<file path="config.mk">
export PLATFORM = sky130hd
export DESIGN_NAME = pager_alert_controller_top
export DESIGN_NICKNAME = d
export VERILOG_FILES = /design/src/pac_pkg.sv /design/src/pager_alert_controller_top.sv
export SDC_FILE = /design/constraint.sdc
export NUM_CORES = 1
export LEC_CHECK = 0
export BUFFER_PORTS_ARGS = -buffer_cell sky130_fd_sc_hd__clkbuf_2
export CAP_MARGIN = 40
export CELL_PAD_IN_SITES_DETAIL_PLACEMENT = 1
export CELL_PAD_IN_SITES_GLOBAL_PLACEMENT = 2
export CORE_MARGIN = 2
export CORE_UTILIZATION = 35
export CTS_CLUSTER_SIZE = 8
export DETAILED_ROUTE_END_ITERATION = 16
export GPL_TIMING_DRIVEN = 1
export PLACE_DENSITY = 0.78
export SETUP_SLACK_MARGIN = 0.1
export SLEW_MARGIN = 20
export SYNTH_ARGS = -nofsm -noshare
export SYNTH_HDL_FRONTEND = slang
export SYNTH_SLANG_ARGS = --single-unit
</file>
<file path="constraint.sdc">
create_clock -name clk -period 3.3 [get_ports clk]
set_clock_uncertainty 0.15 [all_clocks]
set_input_delay 0.33 -clock clk [delete_from_list [all_inputs] [get_ports clk]]
set_output_delay 0.33 -clock clk [all_outputs]
set_load 0.005 [all_outputs]
</file>
<file path="src/pac_pkg.sv">
// Package for the pager alert controller: event and mode codes, register
// indexes, reset values and the result record type.
// No dependencies; used by pager_alert_controller_top.
`default_nettype none

package pac_pkg;

    typedef enum logic [2:0] {
        OP_RF_BYTE   = 3'd0,
        OP_LED_TICK  = 3'd1,
        OP_SOUND     = 3'd2,
        OP_RANGE     = 3'd3,
        OP_BATTERY   = 3'd4
    } op_t;

    typedef enum logic [1:0] {
        MODE_WAIT   = 2'd0,
        MODE_CALLED = 2'd1,
        MODE_AWAY   = 2'd2
    } mode_t;

    typedef enum logic [1:0] {
        CFG_OWN_ID        = 2'd0,
        CFG_BATTERY_LIMIT = 2'd1,
        CFG_LED_DIVIDE    = 2'd2,
        CFG_RANGE_DIVIDE  = 2'd3
    } cfg_index_t;

    localparam logic [7:0] HDR_CALL  = 8'h2A;  // '*'
    localparam logic [7:0] HDR_CLEAR = 8'h23;  // '#'

    localparam logic [7:0] OWN_ID_RESET        = 8'd75;
    localparam logic [7:0] BATTERY_LIMIT_RESET = 8'd55;
    localparam logic [7:0] LED_DIVIDE_RESET    = 8'd8;
    localparam logic [7:0] RANGE_DIVIDE_RESET  = 8'd19;

    // Bit positions in the drive register.
    localparam int DRV_RED   = 0;
    localparam int DRV_GREEN = 1;
    localparam int DRV_VIB   = 2;
    localparam int DRV_BEEP  = 3;

    typedef struct packed {
        logic       red_on;
        logic       green_on;
        logic [3:0] cathodes;
        logic       vibrate;
        logic       beep;
        mode_t      mode;
        logic       battery_empty;
        logic       adc_start;
    } result_t;

endpackage

`default_nettype wire

</file>
<file path="src/pager_alert_controller_top.sv">
// Pager alert controller top level: event decoding, pager state and a
// two-entry result queue. Depends on pac_pkg.
//
// Usage:
// The input channel (in_valid / in_stall) carries one event per transfer:
// operation selects an RF byte, LED tick, sound tick, range tick or battery
// sample, and value holds the RF byte or the ADC high byte.
// Every event yields exactly one result transfer on the output channel
// (out_valid / out_stall) with the LED, buzzer and vibrator drives, the
// pager mode, the battery flag and a one-result ADC start pulse.
// The state update is done in the cycle of the input transfer, and its result
// is registered into the result queue. One event per cycle is taken while
// the queue is not full; the state update itself is combinational.
// Results wait in a two-entry queue, so the next event is taken while one
// result is still stalled; in_stall rises only when both entries are full.
// Configuration writes (cfg_valid / cfg_ready, always ready) set the own id,
// the battery limit and the two dividers; they are to be made only while
// idle, which the user must ensure: the block does not enforce it. Reset
// clears the pager state, loads the defaults and empties the result queue.
`default_nettype none

module pager_alert_controller_top (
    input  wire logic                   clk,
    input  wire logic                   rst_n,
    input  wire logic                   in_valid,
    output logic                        in_stall,
    input  wire logic [2:0]             operation,
    input  wire logic [7:0]             value,
    input  wire logic                   cfg_valid,
    output logic                        cfg_ready,
    input  wire logic [1:0]             cfg_index,
    input  wire logic [7:0]             cfg_data,
    output logic                        out_valid,
    input  wire logic                   out_stall,
    output logic                        red_on,
    output logic                        green_on,
    output logic [3:0]                  cathodes,
    output logic                        vibrate,
    output logic                        beep,
    output logic [1:0]                  mode,
    output logic                        battery_empty,
    output logic                        adc_start
);

    import pac_pkg::*;

    localparam logic [1:0] QUEUE_FULL = 2'd2;

    logic [7:0] own_id_reg, battery_limit_reg, led_divide_reg, range_divide_reg;

    mode_t      mode_reg,        mode_next;
    logic       low_battery_reg, low_battery_next;
    logic [7:0] header_reg,      header_next;
    logic [7:0] range_mark_reg,  range_mark_next;
    logic [7:0] phase_reg,       phase_next;
    logic [7:0] led_count_reg,   led_count_next;
    logic [7:0] range_count_reg, range_count_next;
    logic [1:0] beat_reg,        beat_next;
    logic [3:0] cathode_reg,     cathode_next;
    logic [3:0] drive_reg,       drive_next;
    logic       adc_next;

    result_t    queue_mem [2];
    logic       wr_ptr_reg, rd_ptr_reg;
    logic [1:0] count_reg,  count_next;
    result_t    result_next;

    logic       in_fire, out_fire;

    // Walk the single lit (low) cathode one position up.
    function automatic logic [3:0] rotate_cathodes(input logic [3:0] c);
        logic [3:0] r;
        r = c;
        if (!c[0]) begin
            r[0] = 1'b1; r[1] = 1'b0;
        end else if (!c[1]) begin
            r[1] = 1'b1; r[2] = 1'b0;
        end else if (!c[2]) begin
            r[2] = 1'b1; r[3] = 1'b0;
        end else begin
            r[3] = 1'b1; r[0] = 1'b0;
        end
        return r;
    endfunction

    assign in_stall  = (count_reg == QUEUE_FULL);
    assign out_valid = (count_reg != 2'd0);
    assign cfg_ready = 1'b1;
    assign in_fire   = in_valid && !in_stall;
    assign out_fire  = out_valid && !out_stall;

    always_ff @(posedge clk or negedge rst_n)
    begin
        if (!rst_n)
        begin
            own_id_reg        <= OWN_ID_RESET;
            battery_limit_reg <= BATTERY_LIMIT_RESET;
            led_divide_reg    <= LED_DIVIDE_RESET;
            range_divide_reg  <= RANGE_DIVIDE_RESET;
        end
        else if (cfg_valid && cfg_ready)
        begin
            case (cfg_index_t'(cfg_index))
                CFG_OWN_ID:        own_id_reg        <= cfg_data;
                CFG_BATTERY_LIMIT: battery_limit_reg <= cfg_data;
                CFG_LED_DIVIDE:    led_divide_reg    <= cfg_data;
                CFG_RANGE_DIVIDE:  range_divide_reg  <= cfg_data;
                default:           own_id_reg        <= own_id_reg;
            endcase
        end
    end

    always_comb
    begin
        logic  [7:0] count_inc;
        mode_t       mode_mid;
        logic  [1:0] beat_inc;

        mode_next        = mode_reg;
        low_battery_next = low_battery_reg;
        header_next      = header_reg;
        range_mark_next  = range_mark_reg;
        phase_next       = phase_reg;
        led_count_next   = led_count_reg;
        range_count_next = range_count_reg;
        beat_next        = beat_reg;
        cathode_next     = cathode_reg;
        drive_next       = drive_reg;
        adc_next         = 1'b0;
        count_inc        = 8'd0;
        mode_mid         = mode_reg;
        beat_inc         = 2'd0;

        case (op_t'(operation))
            OP_RF_BYTE:
            begin
                if (value == HDR_CALL || value == HDR_CLEAR)
                begin
                    header_next     = value;
                    range_mark_next = value;
                    if (mode_reg == MODE_AWAY)
                    begin
                        mode_next            = MODE_WAIT;
                        drive_next[DRV_RED]   = 1'b0;
                        drive_next[DRV_GREEN] = 1'b0;
                        drive_next[DRV_VIB]   = 1'b0;
                    end
                end
                else if (value == own_id_reg)
                begin
                    // The call test runs first; the clear test sees its outcome.
                    if ((header_reg == HDR_CALL && mode_reg == MODE_WAIT) ||
                        mode_reg == MODE_AWAY)
                        mode_mid = MODE_CALLED;
                    mode_next = mode_mid;
                    if ((header_reg == HDR_CLEAR && mode_mid == MODE_CALLED) ||
                        mode_mid == MODE_AWAY)
                    begin
                        mode_next            = MODE_WAIT;
                        drive_next[DRV_RED]   = 1'b0;
                        drive_next[DRV_GREEN] = 1'b0;
                        drive_next[DRV_VIB]   = 1'b0;
                    end
                    header_next = 8'd0;
                end
            end
            OP_LED_TICK:
            begin
                if (mode_reg != MODE_WAIT && !low_battery_reg)
                begin
                    count_inc      = led_count_reg + 8'd1;
                    led_count_next = count_inc;
                    if (count_inc == led_divide_reg)
                    begin
                        phase_next     = phase_reg + 8'd1;
                        led_count_next = 8'd0;
                        if (mode_reg == MODE_CALLED)
                        begin
                            drive_next[DRV_RED]   = 1'b0;
                            drive_next[DRV_GREEN] = 1'b1;
                        end
                        else if (mode_reg == MODE_AWAY)
                        begin
                            drive_next[DRV_RED]   = 1'b1;
                            drive_next[DRV_GREEN] = 1'b0;
                        end
                        cathode_next = rotate_cathodes(cathode_reg);
                    end
                end
            end
            OP_SOUND:
            begin
                if (mode_reg == MODE_CALLED || (mode_reg == MODE_AWAY && !low_battery_reg))
                begin
                    if (phase_reg < 8'd2)
                    begin
                        beat_inc            = beat_reg + 2'd1;
                        beat_next           = beat_inc;
                        drive_next[DRV_VIB] = 1'b0;
                        if (beat_inc == 2'd1)
                            drive_next[DRV_BEEP] = 1'b1;
                        if (beat_inc == 2'd2)
                        begin
                            beat_next            = 2'd0;
                            drive_next[DRV_BEEP] = 1'b0;
                        end
                    end
                    else if (phase_reg < 8'd4)
                        drive_next[DRV_VIB] = 1'b1;
                    else
                        phase_next = 8'd0;
                end
            end
            OP_RANGE:
            begin
                count_inc        = range_count_reg + 8'd1;
                range_count_next = count_inc;
                if (count_inc == range_divide_reg)
                begin
                    if (range_mark_reg == 8'd0)
                        mode_next = MODE_AWAY;
                    else
                        range_mark_next = 8'd0;
                    range_count_next = 8'd0;
                    adc_next         = 1'b1;
                end
            end
            OP_BATTERY:
            begin
                if (value > battery_limit_reg)
                begin
                    low_battery_next      = 1'b1;
                    drive_next[DRV_RED]   = 1'b1;
                    drive_next[DRV_GREEN] = 1'b0;
                    cathode_next          = 4'h0;
                end
                else
                begin
                    if (low_battery_reg)
                    begin
                        cathode_next          = 4'hF;
                        drive_next[DRV_RED]   = 1'b0;
                        drive_next[DRV_GREEN] = 1'b0;
                    end
                    low_battery_next = 1'b0;
                end
            end
            default:
            begin
                adc_next = 1'b0;
            end
        endcase
    end

    always_comb
    begin
        result_next.red_on        = drive_next[DRV_RED];
        result_next.green_on      = drive_next[DRV_GREEN];
        result_next.cathodes      = cathode_next;
        result_next.vibrate       = drive_next[DRV_VIB];
        result_next.beep          = drive_next[DRV_BEEP];
        result_next.mode          = mode_next;
        result_next.battery_empty = low_battery_next;
        result_next.adc_start     = adc_next;
    end

    always_ff @(posedge clk or negedge rst_n)
    begin
        if (!rst_n)
        begin
            mode_reg        <= MODE_WAIT;
            low_battery_reg <= 1'b0;
            header_reg      <= 8'd0;
            range_mark_reg  <= 8'd0;
            phase_reg       <= 8'd0;
            led_count_reg   <= 8'd0;
            range_count_reg <= 8'd0;
            beat_reg        <= 2'd0;
            cathode_reg     <= 4'hF;
            drive_reg       <= 4'h0;
        end
        else if (in_fire)
        begin
            mode_reg        <= mode_next;
            low_battery_reg <= low_battery_next;
            header_reg      <= header_next;
            range_mark_reg  <= range_mark_next;
            phase_reg       <= phase_next;
            led_count_reg   <= led_count_next;
            range_count_reg <= range_count_next;
            beat_reg        <= beat_next;
            cathode_reg     <= cathode_next;
            drive_reg       <= drive_next;
        end
    end

    // Result queue: written on an input transfer, read on an output transfer.
    always_ff @(posedge clk)
    begin
        if (in_fire)
            queue_mem[wr_ptr_reg] <= result_next;
    end

    always_comb
    begin
        count_next = count_reg;
        if (in_fire && !out_fire)
            count_next = count_reg + 2'd1;
        else if (!in_fire && out_fire)
            count_next = count_reg - 2'd1;
    end

    always_ff @(posedge clk or negedge rst_n)
    begin
        if (!rst_n)
        begin
            wr_ptr_reg <= 1'b0;
            rd_ptr_reg <= 1'b0;
            count_reg  <= 2'd0;
        end
        else
        begin
            if (in_fire)
                wr_ptr_reg <= !wr_ptr_reg;
            if (out_fire)
                rd_ptr_reg <= !rd_ptr_reg;
            count_reg <= count_next;
        end
    end

    assign red_on        = queue_mem[rd_ptr_reg].red_on;
    assign green_on      = queue_mem[rd_ptr_reg].green_on;
    assign cathodes      = queue_mem[rd_ptr_reg].cathodes;
    assign vibrate       = queue_mem[rd_ptr_reg].vibrate;
    assign beep          = queue_mem[rd_ptr_reg].beep;
    assign mode          = queue_mem[rd_ptr_reg].mode;
    assign battery_empty = queue_mem[rd_ptr_reg].battery_empty;
    assign adc_start     = queue_mem[rd_ptr_reg].adc_start;

    a_count_bound: assert property (@(posedge clk) disable iff (!rst_n)
        count_reg != 2'd3)
        else $error("result queue count out of range");

    a_count_grow: assert property (@(posedge clk) disable iff (!rst_n)
        (in_fire && !out_fire) |=> (count_reg == $past(count_reg) + 2'd1))
        else $error("result queue lost an entry");

    a_low_batt_dark: assert property (@(posedge clk) disable iff (!rst_n)
        low_battery_reg |-> (cathode_reg == 4'h0))
        else $error("cathodes lit during low battery");

    a_batt_set: assert property (@(posedge clk) disable iff (!rst_n)
        (in_fire && op_t'(operation) == OP_BATTERY && value > battery_limit_reg)
        |=> low_battery_reg)
        else $error("battery sample above limit did not set low battery");

endmodule

`default_nettype wire
</file>
==> metrics.md <==
| Metric | Value |
|---|---|
| Net count, final | `about 640` |
| Die X | `roughly 130 um` |
| Footprint of the multi-input gates | `0.00275 mm^2` |
| Most common cell in the netlist | `dfrtp_1` |
| Crit. End Element | `flip-flop` |
| Core area | `~0.017 mm^2` |
| Type of the worst min-delay path | `in -> reg` |
| Top cells by area, synth | `dfrtp_1 31%, edfxtp_1 12%, mux2_2 9.2%, dfstp_2 7.6%, nand2_1 3.4%` |
| Top_reg_cell synth | `dfrtp_1` |
| Ant. Diodes | `0` |
| DR WL/cell | `18.0 um` |
| Hold Slack | `just over 0.08 ns` |
| Fraction of layout cells with a size suffix above 1 | `between 20 and 25%` |
| First-pass GRT wire length | `~25 mm` |
| CP Max Fanout | `10` |
| Number of global-route vias before repair | `approximately 5000` |
| Clock transition at the registers of the reported paths | `approximately 0.050 ns` |
| Largest reg by FF count | `queue_mem` |
| Mapped cell area | `between 0.005 and 0.006 mm^2` |
| Tcrit/Tclk final | `~93%` |
| Worst Path Arrival | `3.18 ns` |
| Pwr dens | `693 mW/mm^2` |
| Yosys top cell by area | `dfrtp_1` |
| CTS tree | `done` |
| H-Tree Depth | `4` |
| First DRT Iteration DRCs | `231` |
| Worst Tran Pin Value | `between 0.8 and 0.9 ns` |
| Ports | `between 40 and 50` |
| Chip height | `~130 um` |
| Final Max Tran Viols | `0` |
| Maximum root-to-sink buffer count | `2` |
| Pre-antenna DRT Iters | `4` |
| CTS buffer count | `17` |
| Worst skew pair latency | `approximately 0.42 ns` |
| # rows | `47` |
| CP Class | `reg -> reg` |
| Gate Count Post-Synth | `between 500 and 600` |
| Leakage power | `just under 3 nW` |
| Seq cells post-synth | `around 110` |
| Async SR Flop Fraction | `about four fifths` |
| CP required | `roughly 3.4 ns` |
| Netlist cell types | `65` |
| Setup TNS | `0 ns` |
| RSZ-0062 raised after global routing | `no` |
| Postcts setup bufs | `0` |
| Initial antenna violation count | `0` |
| Number of flip-flops in the largest register | `24` |
| Vias per cell | `5.34` |
| Final min period | `between 3 and 4 ns` |
| Clock sink total | `roughly 110` |
| DP Cell Count | `around 800` |
| Syn Area/Cell | `around 11 um^2` |
| Post-synth top cells | `72 x dfrtp_1, 54 x nand2_1, 48 x mux2_2` |
| Final instance area | `between 0.006 and 0.007 mm^2` |
| Outcome | `finished clean` |
| Placer Congestion | `~0.8` |
| Finished Layout Cells | `around 840` |
| Starting density of the core | `a little over a third` |
| Yosys warning count | `0` |
| Final worst slack | `between 0.2 and 0.25 ns` |
| GRT overflow | `0` |
| Net Count, Synth | `approximately 590` |
| Reg area | `around 0.003 mm^2` |
| Root buffer cell | `clkbuf_16` |
| Maximum VDD drop | `around 0.36 mV` |
| Final Setup Violations | `0` |
| Synth-to-Final Area Change | `18.8%` |
| Vias | `about 4500` |
| DP HPWL | `approximately 11 mm` |
| Number of synthesized flops with an enable pin | `24` |
| Maximum clock frequency | `between 0.3 and 0.4 GHz` |
| Largest net degree at the start of global routing | `between 50 and 60` |
| Yosys top cell area share | `a little under a third` |
| DRC | `0` |
| Detailed-route wire length | `about 15 mm` |
| Fillers | `1828` |
| Port-buffer cells | `39` |
| GRT Total Usage | `between 10% and 20%` |
| Worst slack, placed | `about 0.23 ns` |
| Placement Cell Area | `about 0.0063 mm^2` |
| Worst setup SP type | `flip-flop` |
| Final hold violation count | `0` |
| Max Cap Viol | `0` |
| Sequential fraction of the synthesis area | `between 50% and 60%` |
| ANT nets after route | `0` |
| Worst slew margin | `between 40% and 50%` |
| Die area | `between 0.015 and 0.02 mm^2` |
routing by layer:
layer	track usage [%]	vias to the layer above	share of wire, %
met1	22.9	2253	46
met3	4.38	19	2.9
met5	0	-	0
li1	-	2133	-
met2	30.9	64	50
met4	6.56	0	1.4
worst max-delay path, stage by stage, from the launching register on:
cell     delay [ns]
dfrtp_1        0.51
nand2_1        0.22
or4_1          0.56
a221o_1        0.35
a21oi_2        0.21
nand2_1        0.23
or4_1          0.56
nand3_1        0.12
placed cells by master, fill, tap and decap left out, types with 10 or more instances in the layout:
cell type  synthesis  final
nor3_1            17     17
xnor2_1           14     14
nand2_1           54     54
nand3_1           18     18
inv_1             21     21
a22o_1            11     11
nor2_1            27     26
mux2_2            48     48
clkbuf_2           1     38
xor2_1            15     15
o21ai_0           34     34
clkbuf_16          0     18
buf_4              5     12
nor2b_1           10     10
dfrtp_1           72     72
edfxtp_1          24     24
ha_1              12     12
dfstp_2           17     17
a21oi_1           16     16
through the flow:
stage	utilization, %	total power (W)
5_1_grt	42.3	0.00514
2_1_floorplan	-	0.00263
3_5_place_dp	38.4	0.00303
4_1_cts	42.1	0.00491
3_3_place_gp	38.4	0.00294
6_report	42.3	0.00485
final timing paths:
kind | startpoint | to | slack [ns] | cells past startpoint
setup / recovery | led_count_reg[3] | queue_mem[0][11] | 0.24 | 7
hold reg to reg | range_mark_reg[2] | range_mark_reg[2] | 0.34 | 1
setup reg to reg | led_count_reg[3] | queue_mem[0][11] | 0.24 | 7
hold / removal | cfg_data[3] | battery_limit_reg[3] | 0.08 | 2
min in group asynchronous | rst_n | battery_limit_reg[2] | 0.27 | 2
max in group asynchronous | rst_n | cathode_reg[3] | 2.09 | 4
area by class of cell:
type	count	share of cell area, %
Timing Repair Buffer	52	4.55
Clock buffer	21	6.61
Sequential cell	113	42.5
Inverter	21	1.13
Multi-Input combinational cell	399	39.3
Clock inverter	11	1.95
Tap cell	220	3.94
report_power, final:
group | leakage (nW) | internal [W] | total, W | switching [W]
Combinational | 1.38 | 0.000491 | 0.00101 | 0.000515
Clock | 0.285 | 0.00122 | 0.00185 | 0.000634
Sequential | 1.30 | 0.00174 | 0.00198 | 0.000241
Total | 2.97 | 0.00346 | 0.00485 | 0.00139
kinds of logic (layout without fill, tap and decap cells):
group                      Yosys count  in the layout  share of synthesized area, %
AOI/OAI and AO/OA                  114            114                          12.9
xor gates and xnor gates            29             29                          4.32
adders and majority gates           13             13                          2.72
buffers and inverters               37            105                          2.85
DFF                                113            113                          50.5
muxes                               51             51                          9.70
other                                1              1                        0.0637
and+or+nand+nor                    191            191                          17.0
timing repair:
item / CTS / global route
endpoints found under the setup margin: 0 / 9
resized for setup: 0 / 2
hold endpoints to repair: 41 / 0
hold buffers: 1 / 0
No activity file was read; power rests on OpenSTA's default activity.
